<file path="src/rtl/thermocouple_temperature_convert_unit_assert.svh">
// ============================================================================
// Assertion macros for the thermocouple temperature converter
// Shared concurrent checks, clocked on clock and disabled while in reset.
// ============================================================================
`ifndef THERMOCOUPLE_TEMPERATURE_CONVERT_UNIT_ASSERT_SVH
`define THERMOCOUPLE_TEMPERATURE_CONVERT_UNIT_ASSERT_SVH

// Check that cond_c holds in the same cycle as cond_a
`define TCVT_ASSERT_IMPLIES(lbl, cond_a, cond_c) \
   lbl: assert property (@(posedge clock) disable iff (reset) (cond_a) |-> (cond_c)) \
      else $error("tcvt assertion failed");

// Check that cond_c holds in the cycle after cond_a
`define TCVT_ASSERT_NEXT(lbl, cond_a, cond_c) \
   lbl: assert property (@(posedge clock) disable iff (reset) (cond_a) |=> (cond_c)) \
      else $error("tcvt assertion failed");

`endif

</file>
<file path="src/rtl/tcvt_pkg.sv">
// ============================================================================
// tcvt_pkg
// Shared constants, types and the type-K characteristic ROM.
// ============================================================================
package tcvt_pkg;

   // Default configuration
   localparam int RING_DEPTH_DEF    = 16;
   localparam int TABLE_ENTRIES_DEF = 54;
   localparam int SAMPLE_BITS_DEF   = 10;

   // Fixed field widths
   localparam int TEMP_W = 16;
   localparam int CJ_W   = 12;
   localparam int FRAC_W = 11;
   localparam int THR_W  = 8;

   // ROM size
   localparam int KTAB_ROM   = 54;
   localparam int KTAB_IDX_W = $clog2(KTAB_ROM);

   // Command queue between front and back
   localparam int QUEUE_DEPTH = 4;
   localparam int QPTR_W      = $clog2(QUEUE_DEPTH);
   localparam int QCNT_W      = $clog2(QUEUE_DEPTH + 1);

   // Division by ten: q = (x * 52429) >> 19, exact for x below 2^16
   localparam int DIV10_MUL_W = 17;
   localparam logic [DIV10_MUL_W-1:0] DIV10_MUL = 17'd52429;
   localparam int DIV10_SHIFT = 19;

   // Commands
   localparam logic CMD_SAMPLE  = 1'b0;
   localparam logic CMD_CONVERT = 1'b1;

   // Register map
   localparam int CSR_INDEX_W = 2;
   localparam logic [CSR_INDEX_W-1:0] CSR_ALARM_HIGH = 2'd0;
   localparam logic [CSR_INDEX_W-1:0] CSR_ALARM_LOW  = 2'd1;
   localparam logic [THR_W-1:0] ALARM_HIGH_RST = 8'd75;
   localparam logic [THR_W-1:0] ALARM_LOW_RST  = 8'd70;

   // Per-request control carried through the queue
   typedef struct packed {
      logic                   cmd;
      logic                   tenth;
      logic signed [CJ_W-1:0] cj;
   } item_ctl_type;

   // Type-K characteristic, 1/16 degree per mV step
   function automatic logic signed [TEMP_W-1:0] ktab_entry(input logic [KTAB_IDX_W-1:0] idx);
      logic signed [TEMP_W-1:0] val;
      case (idx)
         6'd0:  val = 16'sd0;     6'd1:  val = 16'sd386;   6'd2:  val = 16'sd777;
         6'd3:  val = 16'sd1164;  6'd4:  val = 16'sd1549;  6'd5:  val = 16'sd1938;
         6'd6:  val = 16'sd2331;  6'd7:  val = 16'sd2730;  6'd8:  val = 16'sd3130;
         6'd9:  val = 16'sd3530;  6'd10: val = 16'sd3926;  6'd11: val = 16'sd4318;
         6'd12: val = 16'sd4706;  6'd13: val = 16'sd5091;  6'd14: val = 16'sd5475;
         6'd15: val = 16'sd5856;  6'd16: val = 16'sd6236;  6'd17: val = 16'sd6615;
         6'd18: val = 16'sd6992;  6'd19: val = 16'sd7369;  6'd20: val = 16'sd7745;
         6'd21: val = 16'sd8120;  6'd22: val = 16'sd8496;  6'd23: val = 16'sd8871;
         6'd24: val = 16'sd9246;  6'd25: val = 16'sd9622;  6'd26: val = 16'sd9999;
         6'd27: val = 16'sd10377; 6'd28: val = 16'sd10757; 6'd29: val = 16'sd11137;
         6'd30: val = 16'sd11520; 6'd31: val = 16'sd11904; 6'd32: val = 16'sd12290;
         6'd33: val = 16'sd12679; 6'd34: val = 16'sd13070; 6'd35: val = 16'sd13463;
         6'd36: val = 16'sd13858; 6'd37: val = 16'sd14256; 6'd38: val = 16'sd14656;
         6'd39: val = 16'sd15059; 6'd40: val = 16'sd15464; 6'd41: val = 16'sd15872;
         6'd42: val = 16'sd16283; 6'd43: val = 16'sd16697; 6'd44: val = 16'sd17115;
         6'd45: val = 16'sd17535; 6'd46: val = 16'sd17959; 6'd47: val = 16'sd18387;
         6'd48: val = 16'sd18819; 6'd49: val = 16'sd19256; 6'd50: val = 16'sd19697;
         6'd51: val = 16'sd20144; 6'd52: val = 16'sd20597; 6'd53: val = 16'sd21055;
         default: val = 16'sd0;
      endcase
      return val;
   endfunction

endpackage

</file>
<file path="src/rtl/tcvt_front.sv">
// ============================================================================
// tcvt_front
// Request intake: decodes the command and queues requests for the back end.
// ============================================================================
`include "thermocouple_temperature_convert_unit_assert.svh"

module tcvt_front import tcvt_pkg::*; #(
   parameter int SAMPLE_BITS = SAMPLE_BITS_DEF
) (
   input  logic                   clock,
   input  logic                   reset,
   // request side
   input  logic                   req_valid,
   output logic                   req_ready,
   input  logic                   req_cmd,
   input  logic [SAMPLE_BITS-1:0] req_sample,
   input  logic signed [CJ_W-1:0] req_cj,
   input  logic                   req_tenth,
   // queue head toward the back end
   output logic                   q_valid,
   input  logic                   q_pop,
   output logic [SAMPLE_BITS-1:0] q_sample,
   output item_ctl_type           q_ctl
);

   logic [SAMPLE_BITS-1:0] sample_mem [QUEUE_DEPTH];
   item_ctl_type           ctl_mem    [QUEUE_DEPTH];
   logic [QPTR_W-1:0]      wr_ptr_ff, wr_ptr_in;
   logic [QPTR_W-1:0]      rd_ptr_ff, rd_ptr_in;
   logic [QCNT_W-1:0]      count_ff,  count_in;
   logic                   push;
   item_ctl_type           ctl_dec;

   // Classify the request
   always_comb begin
      ctl_dec.cmd   = (req_cmd == CMD_CONVERT) ? CMD_CONVERT : CMD_SAMPLE;
      ctl_dec.tenth = req_tenth;
      ctl_dec.cj    = req_cj;
   end

   assign req_ready = (count_ff < QCNT_W'(QUEUE_DEPTH));
   assign push      = req_valid && req_ready;
   assign q_valid   = (count_ff != '0);
   assign q_sample  = sample_mem[rd_ptr_ff];
   assign q_ctl     = ctl_mem[rd_ptr_ff];

   // Advance pointers and occupancy
   always_comb begin
      wr_ptr_in = push  ? wr_ptr_ff + 1'b1 : wr_ptr_ff;
      rd_ptr_in = q_pop ? rd_ptr_ff + 1'b1 : rd_ptr_ff;
      count_in  = count_ff;
      if (push && !q_pop) begin
         count_in = count_ff + 1'b1;
      end else if (!push && q_pop) begin
         count_in = count_ff - 1'b1;
      end
   end

   always_ff @(posedge clock) begin
      if (reset) begin
         wr_ptr_ff <= '0;
         rd_ptr_ff <= '0;
         count_ff  <= '0;
      end else begin
         wr_ptr_ff <= wr_ptr_in;
         rd_ptr_ff <= rd_ptr_in;
         count_ff  <= count_in;
      end
   end

   // Store the request payload
   always_ff @(posedge clock) begin
      if (push) begin
         sample_mem[wr_ptr_ff] <= req_sample;
         ctl_mem[wr_ptr_ff]    <= ctl_dec;
      end
   end

   `TCVT_ASSERT_IMPLIES(a_count_bound, 1'b1, count_ff <= QCNT_W'(QUEUE_DEPTH))
   `TCVT_ASSERT_NEXT(a_count_up, !reset && push && !q_pop, count_ff == $past(count_ff) + 1'b1)

endmodule

</file>
<file path="src/rtl/tcvt_back.sv">
// ============================================================================
// tcvt_back
// Execution pipeline: sample ring, running sum, table interpolation,
// cold-junction add, divide by ten in tenth mode and alarm compare.
// ============================================================================
`include "thermocouple_temperature_convert_unit_assert.svh"

module tcvt_back import tcvt_pkg::*; #(
   parameter int RING_DEPTH    = RING_DEPTH_DEF,
   parameter int TABLE_ENTRIES = TABLE_ENTRIES_DEF,
   parameter int SAMPLE_BITS   = SAMPLE_BITS_DEF
) (
   input  logic                     clock,
   input  logic                     reset,
   // queue head
   input  logic                     q_valid,
   output logic                     q_pop,
   input  logic [SAMPLE_BITS-1:0]   q_sample,
   input  item_ctl_type             q_ctl,
   // thresholds
   input  logic [THR_W-1:0]         alarm_high,
   input  logic [THR_W-1:0]         alarm_low,
   // result side
   output logic                     rsp_valid,
   input  logic                     rsp_ready,
   output logic signed [TEMP_W-1:0] rsp_temperature,
   output logic                     rsp_alarm
);

   localparam int POS_W     = $clog2(RING_DEPTH);
   localparam int SUM_W     = SAMPLE_BITS + POS_W;
   localparam int P_W       = SUM_W + 3;
   localparam int IV_W      = P_W - FRAC_W;
   localparam int KTAB_USED = (TABLE_ENTRIES < KTAB_ROM) ? TABLE_ENTRIES : KTAB_ROM;
   localparam int LAST_IDX  = KTAB_USED - 1;
   localparam int PROD_W    = TEMP_W + FRAC_W;
   localparam int MAG_W     = TEMP_W + 1;
   localparam int P10_W     = MAG_W + DIV10_MUL_W;

   logic adv, take_sample;

   // Ring storage
   logic [SAMPLE_BITS-1:0] ring_mem [RING_DEPTH];
   logic [RING_DEPTH-1:0]  ring_valid_ff;
   logic [POS_W-1:0]       pos_ff, pos_in;
   logic [SUM_W-1:0]       sum_ff, sum_in;

   // Stage 1: ring read
   logic                   s1_valid_ff;
   logic                   s1_cmd_ff;
   logic [SAMPLE_BITS-1:0] s1_sample_ff;
   logic [SAMPLE_BITS-1:0] s1_old_ff;
   logic                   s1_oldv_ff;
   logic signed [CJ_W-1:0] s1_cj_ff;
   logic                   s1_tenth_ff;

   // Stage 2: table lookup
   logic [SAMPLE_BITS-1:0]   old_eff;
   logic [P_W-1:0]           volt;
   logic [IV_W-1:0]          iv;
   logic                     past_end;
   logic [KTAB_IDX_W-1:0]    idx0;
   logic signed [TEMP_W-1:0] t0_lk, t1_lk;
   logic                     s2_valid_ff;
   logic signed [TEMP_W-1:0] s2_t0_ff;
   logic [TEMP_W-1:0]        s2_diff_ff;
   logic [FRAC_W-1:0]        s2_frac_ff;
   logic signed [CJ_W-1:0]   s2_cj_ff;
   logic                     s2_tenth_ff;

   // Stage 3: interpolation product
   logic                     s3_valid_ff;
   logic [PROD_W-1:0]        s3_prod_ff;
   logic signed [TEMP_W-1:0] s3_t0_ff;
   logic signed [CJ_W-1:0]   s3_cj_ff;
   logic                     s3_tenth_ff;

   // Stage 4: compensated temperature
   logic [TEMP_W-1:0]        t_sum;
   logic                     s4_valid_ff;
   logic signed [TEMP_W-1:0] s4_t_ff;
   logic                     s4_tenth_ff;

   // Stage 5: reciprocal multiply
   logic [MAG_W-1:0]         t_ext, t_mag;
   logic                     s5_valid_ff;
   logic [P10_W-1:0]         s5_p10_ff;
   logic                     s5_neg_ff;
   logic signed [TEMP_W-1:0] s5_t_ff;
   logic                     s5_tenth_ff;

   // Output stage
   logic [TEMP_W-1:0]        quot, quot_s, t_fin;
   logic signed [11:0]       whole, thr_hi, thr_lo;
   logic                     alarm_in;
   logic                     rsp_valid_ff;
   logic signed [TEMP_W-1:0] rsp_temp_ff;
   logic                     rsp_alarm_ff;

   // Move the whole pipeline when the output register can take a result
   assign adv         = !rsp_valid_ff || rsp_ready;
   assign q_pop       = adv && q_valid;
   assign take_sample = q_pop && (q_ctl.cmd == CMD_SAMPLE);

   // Ring write with read-before-write of the slot being replaced
   always_ff @(posedge clock) begin
      if (take_sample) begin
         ring_mem[pos_ff] <= q_sample;
      end
      if (adv) begin
         s1_old_ff <= ring_mem[pos_ff];
      end
   end

   assign pos_in = (pos_ff == POS_W'(RING_DEPTH - 1)) ? '0 : pos_ff + 1'b1;

   always_ff @(posedge clock) begin
      if (reset) begin
         ring_valid_ff <= '0;
         pos_ff        <= '0;
      end else if (take_sample) begin
         ring_valid_ff[pos_ff] <= 1'b1;
         pos_ff                <= pos_in;
      end
   end

   // Stage 1 registers
   always_ff @(posedge clock) begin
      if (reset) begin
         s1_valid_ff <= 1'b0;
      end else if (adv) begin
         s1_valid_ff <= q_pop;
      end
   end

   always_ff @(posedge clock) begin
      if (adv) begin
         s1_cmd_ff    <= q_ctl.cmd;
         s1_sample_ff <= q_sample;
         s1_oldv_ff   <= ring_valid_ff[pos_ff];
         s1_cj_ff     <= q_ctl.cj;
         s1_tenth_ff  <= q_ctl.tenth;
      end
   end

   // Update the running sum; unwritten slots count as zero
   assign old_eff = s1_oldv_ff ? s1_old_ff : '0;
   assign sum_in  = sum_ff - SUM_W'(old_eff) + SUM_W'(s1_sample_ff);

   always_ff @(posedge clock) begin
      if (reset) begin
         sum_ff <= '0;
      end else if (adv && s1_valid_ff && (s1_cmd_ff == CMD_SAMPLE)) begin
         sum_ff <= sum_in;
      end
   end

   // Voltage as sum*7 with 11 fraction bits, then table pair lookup
   always_comb begin
      volt     = {sum_ff, 3'b000} - {3'b000, sum_ff};
      iv       = volt[P_W-1:FRAC_W];
      past_end = (32'(iv) >= 32'(LAST_IDX));
      idx0     = past_end ? KTAB_IDX_W'(LAST_IDX) : KTAB_IDX_W'(iv);
      t0_lk    = ktab_entry(idx0);
      t1_lk    = past_end ? t0_lk : ktab_entry(idx0 + 1'b1);
   end

   always_ff @(posedge clock) begin
      if (reset) begin
         s2_valid_ff <= 1'b0;
      end else if (adv) begin
         s2_valid_ff <= s1_valid_ff && (s1_cmd_ff == CMD_CONVERT);
      end
   end

   always_ff @(posedge clock) begin
      if (adv) begin
         s2_t0_ff    <= t0_lk;
         s2_diff_ff  <= t1_lk - t0_lk;
         s2_frac_ff  <= volt[FRAC_W-1:0];
         s2_cj_ff    <= s1_cj_ff;
         s2_tenth_ff <= s1_tenth_ff;
      end
   end

   // Interpolation product
   always_ff @(posedge clock) begin
      if (reset) begin
         s3_valid_ff <= 1'b0;
      end else if (adv) begin
         s3_valid_ff <= s2_valid_ff;
      end
   end

   always_ff @(posedge clock) begin
      if (adv) begin
         s3_prod_ff  <= PROD_W'(s2_diff_ff) * PROD_W'(s2_frac_ff);
         s3_t0_ff    <= s2_t0_ff;
         s3_cj_ff    <= s2_cj_ff;
         s3_tenth_ff <= s2_tenth_ff;
      end
   end

   // Add interpolated step and sign-extended cold junction
   assign t_sum = s3_t0_ff + s3_prod_ff[PROD_W-1:FRAC_W]
                + {{(TEMP_W-CJ_W){s3_cj_ff[CJ_W-1]}}, s3_cj_ff};

   always_ff @(posedge clock) begin
      if (reset) begin
         s4_valid_ff <= 1'b0;
      end else if (adv) begin
         s4_valid_ff <= s3_valid_ff;
      end
   end

   always_ff @(posedge clock) begin
      if (adv) begin
         s4_t_ff     <= t_sum;
         s4_tenth_ff <= s3_tenth_ff;
      end
   end

   // Magnitude times reciprocal of ten
   assign t_ext = {s4_t_ff[TEMP_W-1], s4_t_ff};
   assign t_mag = s4_t_ff[TEMP_W-1] ? (MAG_W'(0) - t_ext) : t_ext;

   always_ff @(posedge clock) begin
      if (reset) begin
         s5_valid_ff <= 1'b0;
      end else if (adv) begin
         s5_valid_ff <= s4_valid_ff;
      end
   end

   always_ff @(posedge clock) begin
      if (adv) begin
         s5_p10_ff   <= P10_W'(t_mag) * P10_W'(DIV10_MUL);
         s5_neg_ff   <= s4_t_ff[TEMP_W-1];
         s5_t_ff     <= s4_t_ff;
         s5_tenth_ff <= s4_tenth_ff;
      end
   end

   // Restore sign, select mode, compare whole degrees
   always_comb begin
      quot     = TEMP_W'(s5_p10_ff >> DIV10_SHIFT);
      quot_s   = s5_neg_ff ? (TEMP_W'(0) - quot) : quot;
      t_fin    = s5_tenth_ff ? quot_s : s5_t_ff;
      whole    = t_fin[TEMP_W-1:4];
      thr_hi   = {4'b0000, alarm_high};
      thr_lo   = {4'b0000, alarm_low};
      alarm_in = (whole > thr_hi) || (whole <= thr_lo);
   end

   always_ff @(posedge clock) begin
      if (reset) begin
         rsp_valid_ff <= 1'b0;
      end else if (adv) begin
         rsp_valid_ff <= s5_valid_ff;
      end
   end

   always_ff @(posedge clock) begin
      if (adv) begin
         rsp_temp_ff  <= t_fin;
         rsp_alarm_ff <= alarm_in;
      end
   end

   assign rsp_valid       = rsp_valid_ff;
   assign rsp_temperature = rsp_temp_ff;
   assign rsp_alarm       = rsp_alarm_ff;

   `TCVT_ASSERT_NEXT(a_pos_moves, !reset && take_sample, pos_ff != $past(pos_ff))
   `TCVT_ASSERT_NEXT(a_conv_reaches_out, !reset && adv && s5_valid_ff, rsp_valid_ff)

endmodule

</file>
<file path="src/rtl/thermocouple_temperature_convert_unit.sv">
// ============================================================================
// thermocouple_temperature_convert_unit
// Type-K thermocouple linearization with cold-junction compensation.
// ============================================================================
// The block takes one request per clock while the result side keeps up and
// returns one result per convert request, in order. Sample requests (tuser 0)
// enter the ADC ring and update the running sum; convert requests (tuser 1)
// return the compensated temperature and alarm flag. A four-entry queue sits
// in front of a six-stage execution pipeline that moves as a unit whenever
// its output register is free. The ring uses per-entry valid bits cleared
// at reset, so there is no clearing pass. Threshold registers are written
// through the csr port, always ready; the user must write them only while
// the block is idle, and the block itself does not enforce this.
`include "thermocouple_temperature_convert_unit_assert.svh"

module thermocouple_temperature_convert_unit import tcvt_pkg::*; #(
   parameter int RING_DEPTH    = RING_DEPTH_DEF,
   parameter int TABLE_ENTRIES = TABLE_ENTRIES_DEF,
   parameter int SAMPLE_BITS   = SAMPLE_BITS_DEF,
   localparam int REQ_DATA_W   = ((SAMPLE_BITS + CJ_W + 1 + 7) / 8) * 8,
   localparam int RSP_DATA_W   = ((TEMP_W + 1 + 7) / 8) * 8
) (
   input  logic                   clock,
   input  logic                   reset,
   // request channel
   input  logic                   req_tvalid,
   output logic                   req_tready,
   // adc_sample, cold_junction_raw, tenth_mode (from bit 0 up), zero fill
   input  logic [REQ_DATA_W-1:0]  req_tdata,
   // command
   input  logic                   req_tuser,
   // result channel
   output logic                   rsp_tvalid,
   input  logic                   rsp_tready,
   // temperature, alarm (from bit 0 up), zero fill
   output logic [RSP_DATA_W-1:0]  rsp_tdata,
   // configuration write
   input  logic                   csr_valid,
   output logic                   csr_ready,
   input  logic [CSR_INDEX_W-1:0] csr_index,
   input  logic [THR_W-1:0]       csr_wdata
);

   logic [THR_W-1:0]         alarm_high_ff;
   logic [THR_W-1:0]         alarm_low_ff;
   logic                     q_valid, q_pop;
   logic [SAMPLE_BITS-1:0]   q_sample;
   item_ctl_type             q_ctl;
   logic signed [TEMP_W-1:0] rsp_temperature;
   logic                     rsp_alarm;

   // Threshold registers
   assign csr_ready = 1'b1;

   always_ff @(posedge clock) begin
      if (reset) begin
         alarm_high_ff <= ALARM_HIGH_RST;
         alarm_low_ff  <= ALARM_LOW_RST;
      end else if (csr_valid && csr_ready) begin
         unique case (csr_index)
            CSR_ALARM_HIGH: alarm_high_ff <= csr_wdata;
            CSR_ALARM_LOW:  alarm_low_ff  <= csr_wdata;
            default: begin
            end
         endcase
      end
   end

   tcvt_front #(
      .SAMPLE_BITS (SAMPLE_BITS)
   ) u_front (
      .clock      (clock),
      .reset      (reset),
      .req_valid  (req_tvalid),
      .req_ready  (req_tready),
      .req_cmd    (req_tuser),
      .req_sample (req_tdata[SAMPLE_BITS-1:0]),
      .req_cj     (req_tdata[SAMPLE_BITS+CJ_W-1:SAMPLE_BITS]),
      .req_tenth  (req_tdata[SAMPLE_BITS+CJ_W]),
      .q_valid    (q_valid),
      .q_pop      (q_pop),
      .q_sample   (q_sample),
      .q_ctl      (q_ctl)
   );

   tcvt_back #(
      .RING_DEPTH    (RING_DEPTH),
      .TABLE_ENTRIES (TABLE_ENTRIES),
      .SAMPLE_BITS   (SAMPLE_BITS)
   ) u_back (
      .clock           (clock),
      .reset           (reset),
      .q_valid         (q_valid),
      .q_pop           (q_pop),
      .q_sample        (q_sample),
      .q_ctl           (q_ctl),
      .alarm_high      (alarm_high_ff),
      .alarm_low       (alarm_low_ff),
      .rsp_valid       (rsp_tvalid),
      .rsp_ready       (rsp_tready),
      .rsp_temperature (rsp_temperature),
      .rsp_alarm       (rsp_alarm)
   );

   // Pack the result
   assign rsp_tdata = RSP_DATA_W'({rsp_alarm, rsp_temperature});

endmodule
</file>
<file path="config.mk">
export PLATFORM = sky130hd
export DESIGN_NAME = thermocouple_temperature_convert_unit
export DESIGN_NICKNAME = d
export VERILOG_FILES = /design/src/rtl/tcvt_pkg.sv /design/src/rtl/tcvt_front.sv /design/src/rtl/tcvt_back.sv /design/src/rtl/thermocouple_temperature_convert_unit.sv
export VERILOG_INCLUDE_DIRS = /design/src /design/src/rtl
export SDC_FILE = /design/constraint.sdc
export NUM_CORES = 2
export LEC_CHECK = 0
export ABC_AREA = 0
export BUFFER_PORTS_ARGS = -buffer_cell sky130_fd_sc_hd__buf_4
export CAP_MARGIN = 0
export CORE_MARGIN = 4
export CORE_UTILIZATION = 55
export DETAILED_ROUTE_END_ITERATION = 8
export HOLD_SLACK_MARGIN = 0.05
export PLACE_DENSITY = 0.82
export SLEW_MARGIN = 10
export SYNTH_ARGS = -nofsm -noshare
export SYNTH_HDL_FRONTEND = slang
export SYNTH_HIERARCHICAL = 1
export SYNTH_SLANG_ARGS = --single-unit
</file>
<file path="constraint.sdc">
create_clock -name clock -period 15.9 [get_ports clock]
set_input_delay 0.795 -clock clock [delete_from_list [all_inputs] [get_ports clock]]
set_output_delay 0.795 -clock clock [all_outputs]
set_load 0.01 [all_outputs]
</file>
==> flow_metrics.env <==
export IMPL_status="finished, final reports clean"
export IMPL_startpoint_type="flop"
export IMPL_fp_dieH_um=258
export IMPL_critPathArrivalTime_ps=10180
export IMPL_finalSetupViolCount=0
export IMPL_dieWidth_um=258
export IMPL_cts_hold_buf=0
export IMPL_hold_path_end="u_front/sample_mem[0][2]"
export IMPL_ys_seq_area_frac=0.434
export IMPL_crit_path_end_kind="flop"
export IMPL_crit_path_frequent_cell="o21ai_0"
export IMPL_cts_tree="done"
export IMPL_initial_utilization=0.558
export IMPL_yosysTopAreaCellShare=0.396
export IMPL_rsz0062_at_grt="false"
export IMPL_instances_no_fill=3754
export IMPL_grt_pass1_vias=23300
export IMPL_clk_pin_slew_worst_paths_ps=70
export IMPL_dp_hpwl_um=56700
export IMPL_clock_latency_ps=580
export IMPL_crit_path_top_delay_cell="nor2_1"
export IMPL_wl_per_cell_um=21.2
export IMPL_drive_gt1_frac=0.0936
export IMPL_totalWireLength_um=79700
export IMPL_reg2reg_depth=31
export IMPL_gr_usage_all_layers=0.240
export IMPL_crit_required_ps=16340
export IMPL_ys_top_cells_by_area="edfxtp_1 (40%), fa_1 (14%), ha_1 (11%)"
export IMPL_synth_edff_count=455
export IMPL_finalHoldViolations=0
export IMPL_core_um2=61800
export IMPL_min_delay_start="req_tdata[2]"
export IMPL_avgViaCountPerCell=5.94
export IMPL_ys_top_cells_by_count="edfxtp_1 (455), inv_1 (363), ha_1 (297), fa_1 (240), nand2_1 (228)"
export IMPL_synth_most_common_cell="edfxtp_1"
export IMPL_drt_iter0_drc=1991
export IMPL_critPathMaxFanout=21
export IMPL_gp_congestion=0.922
export IMPL_nFillCells=4601
export IMPL_syn_area_per_cell_um2=12.1
export IMPL_first_pass_iters=6
export IMPL_synthDistinctLibCells=100
export IMPL_fin_tns_setup_ps=0
export IMPL_grt_pass1_wl_um=128000
export IMPL_diodes=0
export IMPL_rr_startpoint="u_back/sum_ff[3]"
export IMPL_final_core_util=0.602
export IMPL_r2r_slack_ps=6160
export IMPL_yosys_warnings=6
export IMPL_vias=22300
export IMPL_clockBufferDepth=3
export IMPL_synth_area_um2=34500
export IMPL_timing_final_crit_period_ps=9740
export IMPL_antenna_found_initial=0
export IMPL_numPlacedInstances=3669
export IMPL_synthCells=2853
export IMPL_io_buffers=57
export IMPL_cts_num_sinks=520
export IMPL_grt_max_degree=77
export IMPL_min_path_cells=1
export IMPL_cts_setup_buffers=0
export IMPL_max_freq_ghz=0.103
export IMPL_slew_headroom=0.153
export IMPL_synth_top_area_cell="edfxtp_1"
export IMPL_worstSetupPathType="reg -> reg"
export IMPL_ctsResizeCount=0
export IMPL_synth_ff_type="edfxtp_1"
export IMPL_r2r_end="u_back/s2_diff_ff[14]"
export IMPL_fin_nets=3457
export IMPL_root_buffer="clkbuf_16"
export IMPL_numCtsBuffers=46
export IMPL_yosys_register_bits=520
export IMPL_drc=0
export IMPL_tightest_slew_ps=1270
export IMPL_htreeDepth=2
export IMPL_drv_slew=0
export IMPL_hold_path_class="in -> reg"
export IMPL_rows=91
export IMPL_dieArea_um2=66700
export IMPL_timing_final_crit_share=0.613
export IMPL_ios=67
export IMPL_finClkSkew_ps=32.3
export IMPL_max_stage_delay_ps=960
export IMPL_async_flop_share=0
export IMPL_max_cap_violations=0
export IMPL_antenna_left=0
export IMPL_overflow=0
export IMPL_area_delta_synth_final_pct=7.89
==> per-layer routing <==
| layer | GRT usage | vias to the layer above | part of all wire | wire [um] |
|---|---|---|---|---|
| li1 | - | 10000 | - | - |
| met1 | 0.325 | 11200 | 0.40 | 32000 |
| met2 | 0.411 | 942 | 0.50 | 39800 |
| met3 | 0.0291 | 168 | 0.068 | 5410 |
| met4 | 0.0751 | 0 | 0.031 | 2450 |
| met5 | 0 | - | 0 | 0 |
==> how the worst max path moves through the flow <==
stage                      from                    end  slack, ps  depth (start not counted)
6_report       u_back/sum_ff[3]  u_back/s2_diff_ff[14]       6160                         31
5_1_grt        u_back/sum_ff[3]  u_back/s2_diff_ff[14]       5590                         31
4_1_cts        u_back/sum_ff[3]  u_back/s2_diff_ff[14]       6500                         31
3_5_place_dp   u_back/sum_ff[3]  u_back/s2_diff_ff[14]       6580                         31
3_3_place_gp   u_back/sum_ff[3]  u_back/s2_diff_ff[14]       6650                         30
2_1_floorplan        rsp_tready  u_back/ring_mem[3][0]       8510                          7
==> stage by stage <==
stage / area (um^2) / hold WS [ps] / worst slack, ps
after floorplan: 34500 / 400 / 8510
after global placement: 35600 / 402 / 6650
after detailed placement: 35600 / 405 / 6580
after CTS: 37200 / 390 / 6500
after global routing: 37200 / 400 / 5590
final: 37200 / 410 / 6160
==> layout by cell type (no fill, tap or decap), types with 16 or more instances in the layout <==
cell,count
edfxtp_1,455
or3_1,19
nand2b_1,23
a21o_1,27
ha_1,297
nand3_1,34
nor2_1,185
clkbuf_16,47
buf_4,81
o21ai_0,91
o21a_1,18
a31oi_1,18
inv_1,362
nand2_1,228
xnor2_1,71
a21oi_1,103
fa_1,240
mux2i_1,26
nor3_1,39
conb_1,16
dfxtp_1,62
xor2_1,30
and2_1,82
nor2b_1,18
mux4_2,75
==> final cells by class <==
type | count | area, um^2 | share of cell area
Clock buffer | 58 | 1240 | 0.0333
Clock inverter | 27 | 298 | 0.00801
Inverter | 366 | 1380 | 0.0372
Multi-Input combinational cell | 1865 | 17600 | 0.474
Sequential cell | 520 | 15000 | 0.402
Tap cell | 837 | 1050 | 0.0282
Timing Repair Buffer | 81 | 608 | 0.0164
==> critical path, delay by kind of cell (launching register included) <==
kind	cells	cell delay (ps)
and+or+nand+nor	9	3390
DFF	1	350
adders and majority gates	4	1300
buffers and inverters	2	490
AOI/OAI and AO/OA	15	3800
xor gates and xnor gates	1	300
==> kinds of logic (layout without fill, tap and decap cells) <==
group | after synthesis | count (layout) | synth area share
simple gates | 685 | 685 | 0.0942
fa+ha+maj | 537 | 537 | 0.247
flops | 520 | 520 | 0.434
buf+inv | 480 | 532 | 0.0553
compound gates | 414 | 414 | 0.0803
mux | 108 | 108 | 0.0606
xor+xnor | 105 | 105 | 0.0279
other cells | 4 | 16 | 0.000435
==> state kept, by name, summed over array words and instances (netlist names), 11 cells and up, named ones only <==
signal,count
u_back/ring_mem,160
u_back/ring_valid_ff,16
u_back/rsp_temperature,16
u_back/s1_cj_ff,12
u_back/s2_cj_ff,12
u_back/s2_diff_ff,16
u_back/s2_frac_ff,11
u_back/s2_t0_ff,15
u_back/s3_cj_ff,12
u_back/s3_prod_ff,16
u_back/s3_t0_ff,15
u_back/s4_t_ff,16
u_back/s5_p10_ff,14
u_back/s5_t_ff,15
u_back/sum_ff,14
u_front/ctl_mem,56
u_front/sample_mem,40
Power is not shown: default switching activity piles up to over one toggle a cycle in this logic, so the estimate is an artifact.
